===== src/sv/qsve_div.sv =====
module qsve_div #(
    parameter int QUOT_W = 17
) (
    input  logic              clk,
    input  logic              rst_n,
    input  logic              start,
    input  logic [63:0]       dividend,
    input  logic [32:0]       divisor,
    output logic              busy,
    output logic              ovf,
    output logic [QUOT_W-1:0] quot
);
    localparam int CNT_W  = $clog2(QUOT_W + 1);
    localparam int WIDE_W = 65 + QUOT_W;

    logic              busy_reg;
    logic [CNT_W-1:0]  cnt_reg;
    logic [32:0]       rem_reg;
    logic [32:0]       rem_next;
    logic [32:0]       div_reg;
    logic [QUOT_W-1:0] low_reg;
    logic [QUOT_W-1:0] quot_reg;
    logic              ovf_reg;
    logic [33:0]       trial;
    logic              ge;
    logic [WIDE_W-1:0] div_wide;
    logic [63:0]       head;

    assign div_wide = WIDE_W'(divisor) << QUOT_W;
    assign head     = dividend >> QUOT_W;
    assign trial    = {rem_reg, low_reg[QUOT_W-1]};
    assign ge       = trial >= {1'b0, div_reg};
    assign rem_next = ge ? 33'(trial - {1'b0, div_reg}) : trial[32:0];

    always_ff @(posedge clk or negedge rst_n)
    begin
        if (!rst_n)
        begin
            busy_reg <= 1'b0;
            cnt_reg  <= '0;
        end
        else if (start)
        begin
            busy_reg <= 1'b1;
            cnt_reg  <= CNT_W'(QUOT_W);
        end
        else if (busy_reg)
        begin
            cnt_reg <= cnt_reg - CNT_W'(1);
            if (cnt_reg == CNT_W'(1))
            begin
                busy_reg <= 1'b0;
            end
        end
    end

    always_ff @(posedge clk)
    begin
        if (start)
        begin
            // quotient past QUOT_W bits only ever saturates
            ovf_reg  <= WIDE_W'(dividend) >= div_wide;
            rem_reg  <= head[32:0];
            low_reg  <= dividend[QUOT_W-1:0];
            div_reg  <= divisor;
            quot_reg <= '0;
        end
        else if (busy_reg)
        begin
            rem_reg  <= rem_next;
            low_reg  <= low_reg << 1;
            quot_reg <= {quot_reg[QUOT_W-2:0], ge};
        end
    end

    assign busy = busy_reg;
    assign ovf  = ovf_reg;
    assign quot = quot_reg;

endmodule


===== config.mk =====
export PLATFORM = sky130hd
export DESIGN_NAME = qsve_div
export DESIGN_NICKNAME = d
export VERILOG_FILES = /design/src/sv/qsve_div.sv
export SDC_FILE = /design/constraint.sdc
export NUM_CORES = 1
export LEC_CHECK = 0
export ABC_AREA = 1
export BUFFER_PORTS_ARGS = -buffer_cell sky130_fd_sc_hd__clkbuf_2
export CAP_MARGIN = 10
export CORE_AREA = 5 5 173 159
export CTS_BUF_LIST = sky130_fd_sc_hd__clkbuf_4 sky130_fd_sc_hd__clkbuf_8
export DETAILED_ROUTE_END_ITERATION = 10
export DIE_AREA = 0 0 178 164
export PLACE_DENSITY = 0.59
export RECOVER_POWER = 50
export SETUP_SLACK_MARGIN = 0.15
export SYNTH_ARGS = -nofsm -noshare
export SYNTH_HDL_FRONTEND = slang
export SYNTH_SLANG_ARGS = --single-unit

===== constraint.sdc =====
create_clock -name clk -period 3.6 [get_ports clk]
set_input_delay 1.08 -clock clk [delete_from_list [all_inputs] [get_ports clk]]
set_output_delay 1.08 -clock clk [all_outputs]
set_load 0.02 [all_outputs]

==> flow_summary.toml <==
[detailed_routing]
viasPerCell = 4.57
wl_mm = 22.8
antenna_left = 0
vias = 7401
drc = 0
drtIter0Drc = 422
first_pass_iters = 5
avgRoutedWirePerCell_um = 14.1

[global_route]
grt_overflow_total = 0
grt_first_pass_wirelength_mm = 37.2
grt_max_degree = 58
grt_usage_pct = 16.0
grt_pass1_vias = 7383
antenna_found_initial = 0

[place]
dp.cells = 1603
dp_hpwl_mm = 18.3
port_buffers = 118
pre_cts_slack_ns = 0.748
gp_congestion = 0.888

[logic_synthesis]
ys_seq_area_share_pct = 36.4
synth.distinct_cells = 41
syn-num-nets = 1324
synth_seq_cells = 107
avgSynthCellArea_sq_um = 7.17
synth_top_area_share_pct = 30.5
postSynthCellCount = 1155
synthFlopType = "edfxtp_1"
synthTopCellsByArea = "edfxtp_1 30%, nand2_1 19%, ha_1 10%, inv_1 10%, dfxtp_1 4.1%"
yosysWarnings = 0
async_flop_share_pct = 5.61
yosysTopAreaCell = "edfxtp_1"
synth-edff-count = 84
netlist_area_sq_um = 8280

[clock_tree]
htree_levels = 3
clockBufferDepth = 2
cts_root_buffer = "clkbuf_8"
cts_tree = "yes"
ctsResizeCount = 0
cts.clk_slew.worst_paths_ns = 0.12
cts_buffers = 9
clkLatencyLatePin_ns = 0.41
post_cts_buffers = 0
cts.sinks = 107
hold_buffers = 0

[layout]
nets = 1435
multi_input_area_sq_um = 4250
nFillCells = 2757
seqCellArea_sq_um = 3010
instances_no_fill = 1619
drive_gt1_share_pct = 10.9
diodes = 0
utilization_pct = 36.7
area_growth_pct = 13.4

[power_and_ir_drop]
p_leak_nw = 4.93
ir_worst_vdd_v = 0.000223
pwr-share-comb_pct = 57.9
p_sw_share_pct = 48.0
p_seq_share_pct = 28.5
p_int_mw = 3.29
power_mw = 6.33
clockPowerShare_pct = 13.6
switching_power_mw = 3.04
power.density_nw_per_um2 = 675

[timing]
setup_viol = 0
slew_violations = 0
finalWorstSetupSlack_ns = 0.563
hold_violations = 0
max_freq_ghz = 0.329
worst_slew_pin_slew_ns = 1.43
fin_crit_sh_pct = 84.4
final.min_clock_period_ns = 3.04
relSlewSlack_pct = 4.63
rsz0062_at_grt = "no"
clock_skew_ns = 0.0133
tns_ns = 0

[flow_run]
maxCapViolCount = 0

[die]
rows = 56
fp.dieW_um = 178
design.core.area_sq_um = 25600
dieArea_sq_um = 29200
die_h_um = 164
pin_count = 119
start_util_pct = 32.4

[setup_path]
crit_required_ns = 3.70
end_kind = "flop"
cp_max_fo = 21
cp.arrival_ns = 3.13
worstSetupPathType = "in2reg"
crit_path_start_kind = "input port"

[run_status]
status = "finished, final reports clean"

[worst_hold_path]
hp-class = "reg2reg"
[critical path, stage by stage]
cell	delay, ns
clkbuf_1	0.72
inv_1	0.14
nand2_1	0.77
buf_4	0.41
[cells in the final DEF, fill, tap and decap left out, types with 2 or more instances in the layout]
cell type  netlist  layout
clkbuf_8         0       9
nor2_2           4       4
xnor2_1         13      13
nor3_1          10      10
nand4_1         12      12
o22ai_1         16      16
nand2_2          7       7
clkbuf_1        10      34
nand2_1        418     418
o21ai_0         17      17
inv_8            0       2
and2_1           6       6
inv_2            4       4
o211ai_1         2       2
clkinv_8         0       2
nor2_1          51      51
buf_4            2       2
o21bai_1         6       6
nand3b_1        28      28
clkinv_1         6       6
nand3_1         68      68
edfxtp_1        84      84
nand3_2         11      11
clkbuf_2         0      86
dfxtp_1         17      17
ha_1            68      68
a21oi_1         39      39
dfrtp_1          6       6
nor4_1           5       5
nor2_4           2       2
inv_1          221     221
[cells in the mapped netlist, drive strengths merged, types with 2 or more instances]
cell type and count:
nand2 427, inv 225, edfxtp 84, nand3 79, ha 68, nor2 58, a21oi 39, nand3b 28
dfxtp 17, o21ai 17, o22ai 16, buf 13, xnor2 13, nand4 12, nor3 11, clkbuf 10
and2 6, clkinv 6, dfrtp 6, nor4 6, o21bai 6, o211ai 2
[metal layers]
metal	vias to the layer above	GRT usage [%]	part of all wire, %
met1	3368	22.7	50
met2	141	25.9	45
li1	3875	-	-
met5	-	0	0
met4	0	3.34	1.1
met3	17	2.44	4.0
[through the flow]
stage / instance area, sq um / hold WS, ns
3_3_place_gp: 9210 / 0.479
5_1_grt: 9390 / 0.530
6_report: 9390 / 0.500
2_1_floorplan: 8280 / 0.452
3_5_place_dp: 9210 / 0.478
4_1_cts: 9440 / 0.467
[layout make-up]
| cell class | count | area share [%] |
|---|---|---|
| clock buffers | 9 | 1.32 |
| well taps | 348 | 4.64 |
| inverters | 231 | 9.24 |
| clock inverters | 7 | 1.09 |
| flip-flops and latches | 107 | 32.1 |
| repair buffers | 123 | 6.32 |
| multi-input cells | 794 | 45.3 |
[logic make-up after synthesis]
| kind of cell | after synthesis | share of synthesized area (%) |
|---|---|---|
| and+or+nand+nor | 630 | 33.9 |
| buffers and inverters | 254 | 12.3 |
| DFF | 107 | 36.4 |
| xor gates and xnor gates | 14 | 1.48 |
| adders and majority gates | 69 | 10.5 |
| AOI/OAI and AO/OA | 81 | 5.41 |
[power by group through the flow]
stage | logic [mW] | clock network [mW] | registers, mW
floorplan | 2.79 | 0 | 1.81
global placement | 3.62 | 0 | 1.83
detailed placement | 3.66 | 0 | 1.83
CTS | 3.68 | 0.891 | 1.81
global route | 4.19 | 0.931 | 1.84
finish | 3.67 | 0.861 | 1.81
[final timing paths]
path | slack, ns | from | cells after the start | to
max | 0.56 | start | 4 | rem_reg[30]$_DFFE_PP_
min reg2reg | 0.50 | cnt_reg[4]$_DFFE_PN0P_ | 1 | cnt_reg[4]$_DFFE_PN0P_
min in group asynchronous | 0.55 | rst_n | 1 | cnt_reg[0]$_DFFE_PN0P_
max reg2reg | 0.74 | rem_reg[22]$_DFFE_PP_ | 12 | rem_reg[21]$_DFFE_PP_
min | 0.50 | cnt_reg[4]$_DFFE_PN0P_ | 1 | cnt_reg[4]$_DFFE_PN0P_
max in group asynchronous | 2.76 | rst_n | 1 | cnt_reg[2]$_DFFE_PN0P_
No activity file was read; power rests on OpenSTA's default activity.
